## config.mk

```make
export PLATFORM = sky130hd
export DESIGN_NAME = modbus_rtu_register_responder
export DESIGN_NICKNAME = d
export VERILOG_FILES = /design/src/hdl/mbrr_pkg.sv /design/src/hdl/mbrr_front.sv /design/src/hdl/mbrr_back.sv /design/src/hdl/modbus_rtu_register_responder.sv
export SDC_FILE = /design/constraint.sdc
export NUM_CORES = 2
export LEC_CHECK = 0
export ABC_AREA = 1
export BUFFER_PORTS_ARGS = -buffer_cell sky130_fd_sc_hd__buf_2
export CAP_MARGIN = 20
export CORE_MARGIN = 2
export CORE_UTILIZATION = 47
export DETAILED_ROUTE_END_ITERATION = 7
export HOLD_SLACK_MARGIN = 0.06
export PLACE_DENSITY = 0.67
export SLEW_MARGIN = 20
export SYNTH_ARGS = -nofsm -noshare
export SYNTH_HDL_FRONTEND = slang
export SYNTH_SLANG_ARGS = --single-unit
```

## constraint.sdc

```tcl
create_clock -name clk -period 4.9 [get_ports clk]
set_input_delay 1.47 -clock clk [delete_from_list [all_inputs] [get_ports clk]]
set_output_delay 1.47 -clock clk [all_outputs]
set_load 0.01 [all_outputs]
```

## src/hdl/mbrr_pkg.sv

```systemverilog
// ----------------------------------------------------------------------------
// mbrr_pkg
// Shared types, constants and the CRC-16 byte update for the Modbus RTU
// register responder.
// ----------------------------------------------------------------------------
`default_nettype none

package mbrr_pkg;

  localparam int REG_COUNT   = 12;
  localparam int MAX_READ    = 12;
  localparam int FRAME_BYTES = 32;
  localparam int CNT_W       = 6;
  localparam int IDX_W       = 4;
  localparam int PTR_W       = 5;
  localparam int HDR_BYTES   = 6;
  localparam int MIN_FRAME   = 4;
  localparam int REQ_LEN     = 8;

  localparam logic [15:0] CRC_SEED = 16'hFFFF;
  localparam logic [15:0] CRC_POLY = 16'hA001;

  localparam logic [7:0] FUNC_READ  = 8'h03;
  localparam logic [7:0] FUNC_WRITE = 8'h06;
  localparam logic [7:0] EXC_FLAG   = 8'h80;

  localparam logic [7:0] EXC_FUNC  = 8'h01;
  localparam logic [7:0] EXC_ADDR  = 8'h02;
  localparam logic [7:0] EXC_COUNT = 8'h03;
  localparam logic [7:0] EXC_FAULT = 8'h04;
  localparam logic [7:0] EXC_CRC   = 8'h08;

  localparam logic [1:0] OP_BYTE  = 2'd0;
  localparam logic [1:0] OP_FAULT = 2'd1;
  localparam logic [1:0] OP_LIMIT = 2'd2;
  localparam logic [1:0] OP_SET   = 2'd3;

  typedef enum logic [2:0] {
    CMD_BYTE,
    CMD_END,
    CMD_FAULT,
    CMD_LIMIT,
    CMD_SET
  } cmd_kind_t;

  typedef struct packed {
    cmd_kind_t        kind;
    logic [7:0]       data;
    logic [IDX_W-1:0] idx;
    logic [15:0]      val_a;
    logic [15:0]      val_b;
  } cmd_t;

  typedef enum logic [1:0] {
    MODE_EXC,
    MODE_READ,
    MODE_WRITE
  } mode_t;

  typedef enum logic [1:0] {
    ST_IDLE,
    ST_DECIDE,
    ST_SEND,
    ST_NOTE
  } back_state_t;

  function automatic logic [15:0] crc_byte(input logic [15:0] crc_in, input logic [7:0] b);
    logic [15:0] c;
    c = crc_in ^ {8'h00, b};
    for (int i = 0; i < 8; i++) begin
      if (c[0]) begin
        c = (c >> 1) ^ CRC_POLY;
      end else begin
        c = c >> 1;
      end
    end
    return c;
  endfunction

endpackage

`default_nettype wire

```

## src/hdl/mbrr_front.sv

```systemverilog
// ----------------------------------------------------------------------------
// mbrr_front
// Accepts input transactions, classifies them into commands and holds them
// in a two-entry queue for the back end.
// ----------------------------------------------------------------------------
`default_nettype none

module mbrr_front (
  input  wire                              clk,
  input  wire                              rst,
  input  wire                              in_valid,
  output logic                             in_stall,
  input  wire  [1:0]                       op,
  input  wire  [7:0]                       data_byte,
  input  wire                              last_byte,
  input  wire  [mbrr_pkg::IDX_W-1:0]       reg_index,
  input  wire  [15:0]                      limit_low,
  input  wire  [15:0]                      limit_high,
  input  wire  [15:0]                      local_value,
  output mbrr_pkg::cmd_t                   cmd,
  output logic                             cmd_valid,
  input  wire                              cmd_pop
);

  mbrr_pkg::cmd_t q [2];
  logic           wptr;
  logic           rptr;
  logic [1:0]     fill;

  mbrr_pkg::cmd_t new_cmd;
  logic           keep;
  logic           push;
  logic           idx_ok;

  assign idx_ok = reg_index < mbrr_pkg::IDX_W'(mbrr_pkg::REG_COUNT);

  always_comb begin
    new_cmd.data  = data_byte;
    new_cmd.idx   = reg_index;
    new_cmd.val_a = local_value;
    new_cmd.val_b = limit_high;
    new_cmd.kind  = mbrr_pkg::CMD_BYTE;
    keep          = 1'b1;
    case (op)
      mbrr_pkg::OP_BYTE: begin
        new_cmd.kind = last_byte ? mbrr_pkg::CMD_END : mbrr_pkg::CMD_BYTE;
      end
      mbrr_pkg::OP_FAULT: begin
        new_cmd.kind = mbrr_pkg::CMD_FAULT;
      end
      mbrr_pkg::OP_LIMIT: begin
        new_cmd.kind  = mbrr_pkg::CMD_LIMIT;
        new_cmd.val_a = limit_low;
        keep          = idx_ok;
      end
      mbrr_pkg::OP_SET: begin
        new_cmd.kind = mbrr_pkg::CMD_SET;
        keep         = idx_ok;
      end
      default: begin
        keep = 1'b0;
      end
    endcase
  end

  assign in_stall  = (fill == 2'd2);
  assign push      = in_valid && !in_stall && keep;
  assign cmd_valid = (fill != 2'd0);
  assign cmd       = q[rptr];

  always_ff @(posedge clk) begin
    if (push) begin
      q[wptr] <= new_cmd;
    end
    if (rst) begin
      wptr <= 1'b0;
      rptr <= 1'b0;
      fill <= 2'd0;
    end else begin
      if (push) begin
        wptr <= !wptr;
      end
      if (cmd_pop) begin
        rptr <= !rptr;
      end
      case ({push, cmd_pop})
        2'b10:   fill <= fill + 2'd1;
        2'b01:   fill <= fill - 2'd1;
        default: fill <= fill;
      endcase
    end
  end

endmodule

`default_nettype wire

```

## src/hdl/mbrr_back.sv

```systemverilog
// ----------------------------------------------------------------------------
// mbrr_back
// Executes commands: frame buffering with running CRC, request checks,
// register access and serial emission of reply bytes through an output
// register.
// ----------------------------------------------------------------------------
`default_nettype none

module mbrr_back (
  input  wire                              clk,
  input  wire                              rst,
  input  wire  [7:0]                       bcast,
  input  mbrr_pkg::cmd_t                   cmd,
  input  wire                              cmd_valid,
  output logic                             cmd_pop,
  output logic                             out_valid,
  input  wire                              out_stall,
  output logic                             kind,
  output logic [7:0]                       tx_byte,
  output logic                             tx_last,
  output logic [mbrr_pkg::IDX_W-1:0]       written_index,
  output logic [15:0]                      written_value
);

  mbrr_pkg::back_state_t state;
  mbrr_pkg::back_state_t state_next;

  logic [mbrr_pkg::CNT_W-1:0] count;
  logic                       overrun;
  logic [7:0]                 hdr [mbrr_pkg::HDR_BYTES];
  logic [7:0]                 last1;
  logic [7:0]                 last2;
  logic [15:0]                crc_a;
  logic [15:0]                crc_b;
  logic [15:0]                crc_c;
  logic [15:0]                holding [mbrr_pkg::REG_COUNT];
  logic [15:0]                min_t   [mbrr_pkg::REG_COUNT];
  logic [15:0]                max_t   [mbrr_pkg::REG_COUNT];

  mbrr_pkg::mode_t            mode;
  logic [7:0]                 code;
  logic [mbrr_pkg::PTR_W-1:0] nbody;
  logic [mbrr_pkg::PTR_W-1:0] k;
  logic [15:0]                crc_tx;
  logic                       notify;
  logic [mbrr_pkg::IDX_W-1:0] wr_idx;
  logic [15:0]                wr_val;

  logic                       free;
  logic                       emit;
  logic                       emit_kind;
  logic [7:0]                 emit_byte;
  logic                       emit_last;
  logic                       is_bcast;
  logic [15:0]                w1;
  logic [15:0]                w2;
  logic [mbrr_pkg::IDX_W-1:0] ci;
  logic [15:0]                clamp_hi;
  logic [15:0]                clamp_v;

  mbrr_pkg::mode_t            dec_mode;
  logic [7:0]                 dec_code;
  logic [mbrr_pkg::PTR_W-1:0] dec_nbody;
  logic                       dec_reply;
  logic                       dec_write;

  logic [7:0]                 body;
  logic [mbrr_pkg::PTR_W-1:0] j;
  logic [mbrr_pkg::IDX_W-1:0] ridx;
  logic [15:0]                rval;
  logic                       crc_ok;

  assign free     = !out_valid || !out_stall;
  assign is_bcast = (hdr[0] == bcast);
  assign w1       = {hdr[2], hdr[3]};
  assign w2       = {hdr[4], hdr[5]};
  assign ci       = w1[mbrr_pkg::IDX_W-1:0];
  assign clamp_hi = (w2 > max_t[ci]) ? max_t[ci] : w2;
  assign clamp_v  = (clamp_hi < min_t[ci]) ? min_t[ci] : clamp_hi;
  assign crc_ok   = (last2 == crc_a[7:0]) && (last1 == crc_a[15:8]);

  // request checks
  always_comb begin
    dec_mode  = mbrr_pkg::MODE_EXC;
    dec_code  = mbrr_pkg::EXC_FAULT;
    dec_nbody = mbrr_pkg::PTR_W'(3);
    dec_reply = 1'b1;
    dec_write = 1'b0;
    if (overrun) begin
      dec_code = mbrr_pkg::EXC_FAULT;
    end else if (count < mbrr_pkg::CNT_W'(mbrr_pkg::MIN_FRAME)) begin
      dec_reply = 1'b0;
    end else if (!crc_ok) begin
      dec_code = mbrr_pkg::EXC_CRC;
    end else if (hdr[1] != mbrr_pkg::FUNC_READ && hdr[1] != mbrr_pkg::FUNC_WRITE) begin
      dec_code = mbrr_pkg::EXC_FUNC;
    end else if (count != mbrr_pkg::CNT_W'(mbrr_pkg::REQ_LEN)) begin
      dec_code = mbrr_pkg::EXC_COUNT;
    end else if (hdr[1] == mbrr_pkg::FUNC_READ) begin
      if (w2 == 16'd0 || w2 > 16'(mbrr_pkg::MAX_READ)) begin
        dec_code = mbrr_pkg::EXC_COUNT;
      end else if (({1'b0, w1} + {1'b0, w2}) > 17'(mbrr_pkg::REG_COUNT)) begin
        dec_code = mbrr_pkg::EXC_ADDR;
      end else begin
        dec_mode  = mbrr_pkg::MODE_READ;
        dec_nbody = mbrr_pkg::PTR_W'(3) + {w2[3:0], 1'b0};
      end
    end else begin
      if (w1 >= 16'(mbrr_pkg::REG_COUNT)) begin
        dec_code = mbrr_pkg::EXC_ADDR;
      end else begin
        dec_mode  = mbrr_pkg::MODE_WRITE;
        dec_nbody = mbrr_pkg::PTR_W'(mbrr_pkg::HDR_BYTES);
        dec_write = 1'b1;
      end
    end
  end

  // reply body byte
  always_comb begin
    j    = k - mbrr_pkg::PTR_W'(3);
    ridx = ci + j[mbrr_pkg::IDX_W:1];
    rval = holding[ridx];
    case (mode)
      mbrr_pkg::MODE_EXC: begin
        if (k == '0) begin
          body = hdr[0];
        end else if (k == mbrr_pkg::PTR_W'(1)) begin
          body = hdr[1] + mbrr_pkg::EXC_FLAG;
        end else begin
          body = code;
        end
      end
      mbrr_pkg::MODE_READ: begin
        if (k == '0) begin
          body = hdr[0];
        end else if (k == mbrr_pkg::PTR_W'(1)) begin
          body = hdr[1];
        end else if (k == mbrr_pkg::PTR_W'(2)) begin
          body = {w2[6:0], 1'b0};
        end else begin
          body = j[0] ? rval[7:0] : rval[15:8];
        end
      end
      mbrr_pkg::MODE_WRITE: begin
        body = hdr[k[2:0]];
      end
      default: begin
        body = 8'h00;
      end
    endcase
  end

  always_comb begin
    state_next = state;
    cmd_pop    = 1'b0;
    emit       = 1'b0;
    emit_kind  = 1'b0;
    emit_byte  = 8'h00;
    emit_last  = 1'b0;
    case (state)
      mbrr_pkg::ST_IDLE: begin
        if (cmd_valid) begin
          cmd_pop = 1'b1;
          case (cmd.kind)
            mbrr_pkg::CMD_END:   state_next = mbrr_pkg::ST_DECIDE;
            mbrr_pkg::CMD_FAULT: state_next = is_bcast ? mbrr_pkg::ST_IDLE : mbrr_pkg::ST_SEND;
            default:             state_next = mbrr_pkg::ST_IDLE;
          endcase
        end
      end
      mbrr_pkg::ST_DECIDE: begin
        if (dec_reply && !is_bcast) begin
          state_next = mbrr_pkg::ST_SEND;
        end else if (dec_write) begin
          state_next = mbrr_pkg::ST_NOTE;
        end else begin
          state_next = mbrr_pkg::ST_IDLE;
        end
      end
      mbrr_pkg::ST_SEND: begin
        if (free) begin
          emit = 1'b1;
          if (k < nbody) begin
            emit_byte = body;
          end else if (k == nbody) begin
            emit_byte = crc_tx[7:0];
          end else begin
            emit_byte = crc_tx[15:8];
            emit_last = !notify;
            state_next = notify ? mbrr_pkg::ST_NOTE : mbrr_pkg::ST_IDLE;
          end
        end
      end
      mbrr_pkg::ST_NOTE: begin
        if (free) begin
          emit       = 1'b1;
          emit_kind  = 1'b1;
          emit_last  = 1'b1;
          state_next = mbrr_pkg::ST_IDLE;
        end
      end
      default: begin
        state_next = mbrr_pkg::ST_IDLE;
      end
    endcase
  end

  always_ff @(posedge clk) begin
    if (rst) begin
      state <= mbrr_pkg::ST_IDLE;
    end else begin
      state <= state_next;
    end
  end

  always_ff @(posedge clk) begin
    if (emit) begin
      kind          <= emit_kind;
      tx_byte       <= emit_byte;
      tx_last       <= emit_last;
      written_index <= emit_kind ? wr_idx : '0;
      written_value <= emit_kind ? wr_val : 16'h0000;
    end
    if (state == mbrr_pkg::ST_SEND && emit) begin
      k <= k + mbrr_pkg::PTR_W'(1);
      if (k < nbody) begin
        crc_tx <= mbrr_pkg::crc_byte(crc_tx, body);
      end
    end
    if (cmd_pop && (cmd.kind == mbrr_pkg::CMD_BYTE || cmd.kind == mbrr_pkg::CMD_END) &&
        count < mbrr_pkg::CNT_W'(mbrr_pkg::FRAME_BYTES)) begin
      if (count < mbrr_pkg::CNT_W'(mbrr_pkg::HDR_BYTES)) begin
        hdr[count[2:0]] <= cmd.data;
      end
      last1 <= cmd.data;
      last2 <= last1;
      crc_a <= crc_b;
      crc_b <= crc_c;
      crc_c <= mbrr_pkg::crc_byte((count == '0) ? mbrr_pkg::CRC_SEED : crc_c, cmd.data);
    end
    if (cmd_pop && cmd.kind == mbrr_pkg::CMD_FAULT) begin
      mode   <= mbrr_pkg::MODE_EXC;
      code   <= mbrr_pkg::EXC_FAULT;
      nbody  <= mbrr_pkg::PTR_W'(3);
      notify <= 1'b0;
      k      <= '0;
      crc_tx <= mbrr_pkg::CRC_SEED;
    end
    if (state == mbrr_pkg::ST_DECIDE) begin
      mode   <= dec_mode;
      code   <= dec_code;
      nbody  <= dec_nbody;
      notify <= dec_write;
      wr_idx <= ci;
      wr_val <= clamp_v;
      k      <= '0;
      crc_tx <= mbrr_pkg::CRC_SEED;
    end
    if (rst) begin
      out_valid <= 1'b0;
      count     <= '0;
      overrun   <= 1'b0;
      for (int i = 0; i < mbrr_pkg::REG_COUNT; i++) begin
        holding[i] <= 16'h0000;
        min_t[i]   <= 16'h0000;
        max_t[i]   <= 16'hFFFF;
      end
    end else begin
      if (free) begin
        out_valid <= emit;
      end
      if (cmd_pop) begin
        case (cmd.kind)
          mbrr_pkg::CMD_BYTE, mbrr_pkg::CMD_END: begin
            if (count < mbrr_pkg::CNT_W'(mbrr_pkg::FRAME_BYTES)) begin
              count <= count + mbrr_pkg::CNT_W'(1);
            end else begin
              overrun <= 1'b1;
            end
          end
          mbrr_pkg::CMD_FAULT: begin
            count   <= '0;
            overrun <= 1'b0;
          end
          mbrr_pkg::CMD_LIMIT: begin
            min_t[cmd.idx] <= cmd.val_a;
            max_t[cmd.idx] <= cmd.val_b;
          end
          mbrr_pkg::CMD_SET: begin
            holding[cmd.idx] <= cmd.val_a;
          end
          default: begin
            count <= count;
          end
        endcase
      end
      if (state == mbrr_pkg::ST_DECIDE) begin
        count   <= '0;
        overrun <= 1'b0;
        if (dec_write) begin
          holding[ci] <= clamp_v;
        end
      end
    end
  end

endmodule

`default_nettype wire

```

## src/hdl/modbus_rtu_register_responder.sv

```systemverilog
// ----------------------------------------------------------------------------
// modbus_rtu_register_responder
// Modbus RTU slave: buffers request bytes, serves functions 03 and 06 with
// CRC-16 checking and answers errors with exception frames.
// ----------------------------------------------------------------------------
// Input channel (in_valid / in_stall) carries one transaction per received
// byte, receive fault, limit load or local register set. A two-entry queue
// sits in front of the execution engine, so in_stall only rises when the
// queue is full, while the engine is busy checking a frame or sending a reply.
// Ordinary bytes, limit loads and local sets are executed in the idle state.
// The last byte of a frame takes the engine to a decide state that checks the
// request; the send state then emits the reply, one byte per cycle unless
// stalled: 5 bytes for an exception, 8 for a write echo (plus one notification),
// 5 + 2*quantity for a read, at most 29 results. The request CRC is computed
// as bytes arrive; the reply CRC is computed one byte per cycle while it is sent.
// Output channel (out_valid / out_stall) is fed from an output register;
// a stall simply holds the engine until the register is taken.
// The configuration channel (cfg_valid / cfg_ready, always ready) writes
// the node broadcast address. Synchronous reset clears the queue, frame
// state, limit tables (min 0, max 0xFFFF), holding registers and the
// broadcast address.
// ----------------------------------------------------------------------------
`default_nettype none

module modbus_rtu_register_responder (
  input  wire                              clk,
  input  wire                              rst,
  input  wire                              cfg_valid,
  output logic                             cfg_ready,
  input  wire  [7:0]                       cfg_data,
  input  wire                              in_valid,
  output logic                             in_stall,
  input  wire  [1:0]                       op,
  input  wire  [7:0]                       data_byte,
  input  wire                              last_byte,
  input  wire  [mbrr_pkg::IDX_W-1:0]       reg_index,
  input  wire  [15:0]                      limit_low,
  input  wire  [15:0]                      limit_high,
  input  wire  [15:0]                      local_value,
  output logic                             out_valid,
  input  wire                              out_stall,
  output logic                             kind,
  output logic [7:0]                       tx_byte,
  output logic                             tx_last,
  output logic [mbrr_pkg::IDX_W-1:0]       written_index,
  output logic [15:0]                      written_value
);

  logic [7:0]     bcast;
  mbrr_pkg::cmd_t cmd;
  logic           cmd_valid;
  logic           cmd_pop;

  assign cfg_ready = 1'b1;

  always_ff @(posedge clk) begin
    if (rst) begin
      bcast <= 8'h00;
    end else if (cfg_valid && cfg_ready) begin
      bcast <= cfg_data;
    end
  end

  mbrr_front u_front (
    .clk         (clk),
    .rst         (rst),
    .in_valid    (in_valid),
    .in_stall    (in_stall),
    .op          (op),
    .data_byte   (data_byte),
    .last_byte   (last_byte),
    .reg_index   (reg_index),
    .limit_low   (limit_low),
    .limit_high  (limit_high),
    .local_value (local_value),
    .cmd         (cmd),
    .cmd_valid   (cmd_valid),
    .cmd_pop     (cmd_pop)
  );

  mbrr_back u_back (
    .clk           (clk),
    .rst           (rst),
    .bcast         (bcast),
    .cmd           (cmd),
    .cmd_valid     (cmd_valid),
    .cmd_pop       (cmd_pop),
    .out_valid     (out_valid),
    .out_stall     (out_stall),
    .kind          (kind),
    .tx_byte       (tx_byte),
    .tx_last       (tx_last),
    .written_index (written_index),
    .written_value (written_value)
  );

endmodule

`default_nettype wire

```

==> results by group <==
CTS
  • TritonCTS sink count: 1,099
  • H-tree levels: 3
  • CTS Buf Count: 110
  • CTS tree: done
  • Clk pin slew, worst setup/hold paths: 0.06 ns
  • CTS root buffer: clkbuf_16
  • Worst skew pair latency: 0.73 ns
  • Bufs on Longest Clock Path: 3

Pwr
  • Internal power component: 18,390 uW
  • Register share of total power: 41.7%
  • Static leakage: 0.02187 uW
  • Net switching power: 9255 uW
  • Combinational Power Share: 27.5%
  • PD cells: 473.3 nW/um2
  • Sw Ratio: 33.48%
  • Max rail drop VDD: 0.0004195 V
  • Pwr Total: 27,640 uW
  • Clock network fraction of total power: 30.8%

Worst setup path
  • Worst r2r path cells: 29
  • Worst setup path end: u_back.holding[8][11]
  • Reg2reg end: u_back.holding[8][11]
  • Crit Path Max Fanout: 24
  • CP max stage delay: 0.41 ns
  • Cell at the slowest stage of the critical path: edfxtp_1
  • Worst reg-to-reg setup slack: 0.03 ns
  • Path type of the worst setup path: reg2reg
  • CP Capture Type: flip-flop
  • Worst r2r src: u_back.hdr[3][0]
  • Setup crit start kind: flip-flop
  • Crit path arrival time: 5.42 ns
  • Critical Path RT: 5.46 ns
  • CP startpoint: u_back.hdr[3][0]

Min path
  • HP Class: reg2reg

Timing
  • Fin crit period: 4.865 ns
  • Slew @ Worst Pin: 1.143 ns
  • Final Cycle Share: 99.29%
  • Fin Hold WS: 0.4138 ns
  • Fin. Hold Viols: 0
  • RSZ-0062 raised after global routing: true
  • # setup viols final: 0
  • Worst Skew: 0.06448 ns
  • Slew headroom: 23.27%
  • Pins Over Slew Limit: 0
  • Max Fclk: 205.5 MHz

Drt
  • Initial drt markers: 4,511
  • DR vias/cell: 5.632
  • Final WL: 140,100 um
  • DRC viols: 0
  • Via Count: 36,830
  • Post-DRT Antenna Nets: 0
  • Drt first pass iters: 6
  • Wire length per cell: 21.42 um

Layout
  • Area of the multi-input gates: 15,600 um2
  • Fill cells: 8,775
  • Area growth syn-to-layout: 17.00%
  • Finished Cell Area: 58,400 um2
  • Seq. cell area: 32,530 um2
  • Diodes inserted: 0
  • Final core occ: 55.48%
  • Share of cells above drive strength 1: 15.15%
  • Nets: 5,200
  • Post-Layout Cell Count: 6,539

Yosys
  • Synth Area in XOR/XNOR: 1.018%
  • Compound-cell area share of the yosys netlist: 8.851%
  • Netlist Area Pre-Place: 49,910 um2
  • Sequential area share after synthesis: 65.17%
  • Simple-gate portion of the synthesized area: 18.11%
  • Share of the synthesized area in the top cell type: 63.29%
  • Synth unique cells: 64
  • Mux cell area share after synthesis: 0.2406%
  • Syn_area_per_cell: 10.39 um2
  • Primary FF master, synth: edfxtp_1
  • Gate Count Post-Synth: 4,805
  • Largest family of logic cells by synthesized area: simple AND/OR/NAND/NOR gates
  • FFs w/ async S/R, synth: 0%
  • EDFF count, synth: 1,052
  • Ys Warns: 0
  • Flops & latches, synth: 1,099
  • Adder and majority gate portion of the synthesized area: 1.760%
  • Ranking of synthesized cells by area: edfxtp_1 63%, nand2_1 7.5%, nor2_1 6.4%
  • Leading area contributor after synthesis: edfxtp_1

Floorplan
  • Die height: 329.9 um
  • DIE AREA: 108,800 um2
  • I/O pin count: 109
  • Core ar.: 105,300 um2
  • Initial core utilization: 47.42%
  • Die Wd: 329.9 um
  • Cell row count: 119

Global routing
  • Vias in the first global route: 34,419
  • GRT Residual Overflow: 0
  • Gr usage total: 25.14%
  • First-pass GRT wire length: 206,900 um
  • Initial antenna violation count: 2
  • Largest net degree at the start of global routing: 95

Placement
  • Area after DPL: 53,700 um2
  • Buffers on Ports: 107
  • GP Congestion: 0.9095
  • Dpl cells: 6,305
  • HPWL after DPL: 88,960 um

Status
  • Status: complete, no violations

Run
  • Max-capacitance violation count: 0
per-stage QoR:
step / setup slack [ns] / TNS [ns]
after floorplan: 0.005691 / 0
after global placement: -0.1901 / -40.37
after detailed placement: -0.2843 / -61.20
after CTS: 0.001644 / 0
after global routing: -0.2043 / -33.28
final: 0.03488 / 0
cells by family (layout without fill, tap and decap cells):
group	after synthesis	in the layout
xor+xnor	58	58
compound gates	761	761
fa+ha+maj	69	69
flops	1099	1099
mux	11	11
other cells	2	17
simple gates	2216	2217
buf+inv	589	916
sequential cells by signal, indices dropped and copies added (netlist names), 5 cells and up, named ones only:
| register | count |
|---|---|
| bcast | 8 |
| u_back.tx_byte | 8 |
| u_back.crc_c | 16 |
| u_back.crc_b | 16 |
| u_back.holding | 256 |
| u_front.q | 94 |
| u_back.last1 | 8 |
| u_back.last2 | 8 |
| u_back.crc_a | 16 |
| u_back.k | 5 |
| u_back.wr_val | 16 |
| u_back.written_value | 16 |
| u_back.count | 6 |
| u_back.min_t | 256 |
| u_back.crc_tx | 16 |
| u_back.nbody | 5 |
| u_back.max_t | 256 |
| u_back.hdr | 64 |
placed cells by master, fill, tap and decap left out, types with 17 or more instances in the layout:
master / Yosys / routed
edfxtp_1: 1052 / 1052
nand2_1: 1002 / 981
nor2_1: 855 / 838
o21ai_0: 435 / 349
inv_1: 275 / 271
nand3_1: 230 / 223
buf_4: 9 / 221
clkbuf_16: 0 / 120
buf_2: 62 / 107
o22ai_1: 86 / 86
a21oi_1: 88 / 85
ha_1: 67 / 66
o21ai_1: 3 / 64
buf_12: 0 / 49
dfxtp_1: 47 / 46
o221ai_1: 47 / 43
xnor2_1: 34 / 33
o211ai_1: 31 / 31
clkinv_1: 4 / 30
o21ai_2: 1 / 26
inv_2: 25 / 26
clkinv_2: 0 / 26
xor2_1: 24 / 23
or2_2: 21 / 21
nand2_2: 6 / 20
nor3_1: 29 / 20
nand4_1: 19 / 19
nor2_2: 8 / 17
conb_1: 2 / 17
layer usage:
metal	wire (um)	global-route usage, %
met5	31	0
met4	5373	9.032
met3	13400	5.008
met2	64380	39.96
met1	56880	34.45
power groups by stage:
stage          clock network, uW  logic (uW)  registers, uW
2_1_floorplan                  0        4600          11600
3_3_place_gp                   0        7250          11700
3_5_place_dp                   0        7380          11700
4_1_cts                     8600        7420          11500
5_1_grt                     8940        8310          11600
6_report                    8520        7600          11500
worst max-delay path, delay by kind of cell (launching register included):
kind / cells / cell delay [ns]
AND/OR/NAND/NOR: 9 / 0.87
adder cells (fa/ha/maj): 2 / 0.50
buffers and inverters: 8 / 1.18
AO/OA/AOI/OAI: 10 / 1.71
flip-flops: 1 / 0.41
worst min path at each step:
| stage | startpoint | endpoint | slack [ns] | depth (start not counted) |
|---|---|---|---|---|
| final | u_back.crc_b[9] | u_back.crc_a[9] | 0.41 | 0 |
| after global routing | u_back.crc_b[15] | u_back.crc_a[15] | 0.43 | 0 |
| after CTS | u_back.crc_b[9] | u_back.crc_a[9] | 0.42 | 0 |
| after detailed placement | u_back.crc_b[9] | u_back.crc_a[9] | 0.40 | 0 |
| after global placement | u_back.crc_b[6] | u_back.crc_a[6] | 0.40 | 0 |
| after floorplan | u_back.crc_b[0] | u_back.crc_a[0] | 0.40 | 0 |
final cells by class:
type | instances | area share [%]
sequential | 1099 | 55.71
multi-input combinational | 3133 | 26.71
timing repair buffer | 405 | 6.262
clock buffer | 128 | 4.902
tap | 1391 | 2.980
inverter | 304 | 2.014
clock inverter | 77 | 1.373
timing repair inverter | 2 | 0.04713
cells in the mapped netlist (25+ instances only):
library cell / n
a21oi_1: 88
nand3_1: 230
ha_1: 67
nor3_1: 29
xnor2_1: 34
nor2_1: 855
o21ai_0: 435
dfxtp_1: 47
a221oi_1: 26
clkbuf_1: 199
inv_1: 275
o221ai_1: 47
buf_2: 62
edfxtp_1: 1052
o22ai_1: 86
nand2_1: 1002
inv_2: 25
o211ai_1: 31
timing repair:
action / 4_1_cts / 5_1_grt
hold buffers: 0 / 0
pin swaps: 1 / 37
setup endpoints to repair: 272 / 275
setup buffers: 4 / 12
cloned: 2 / 11
resized for setup: 20 / 172
(Power assumes the default switching activity.)
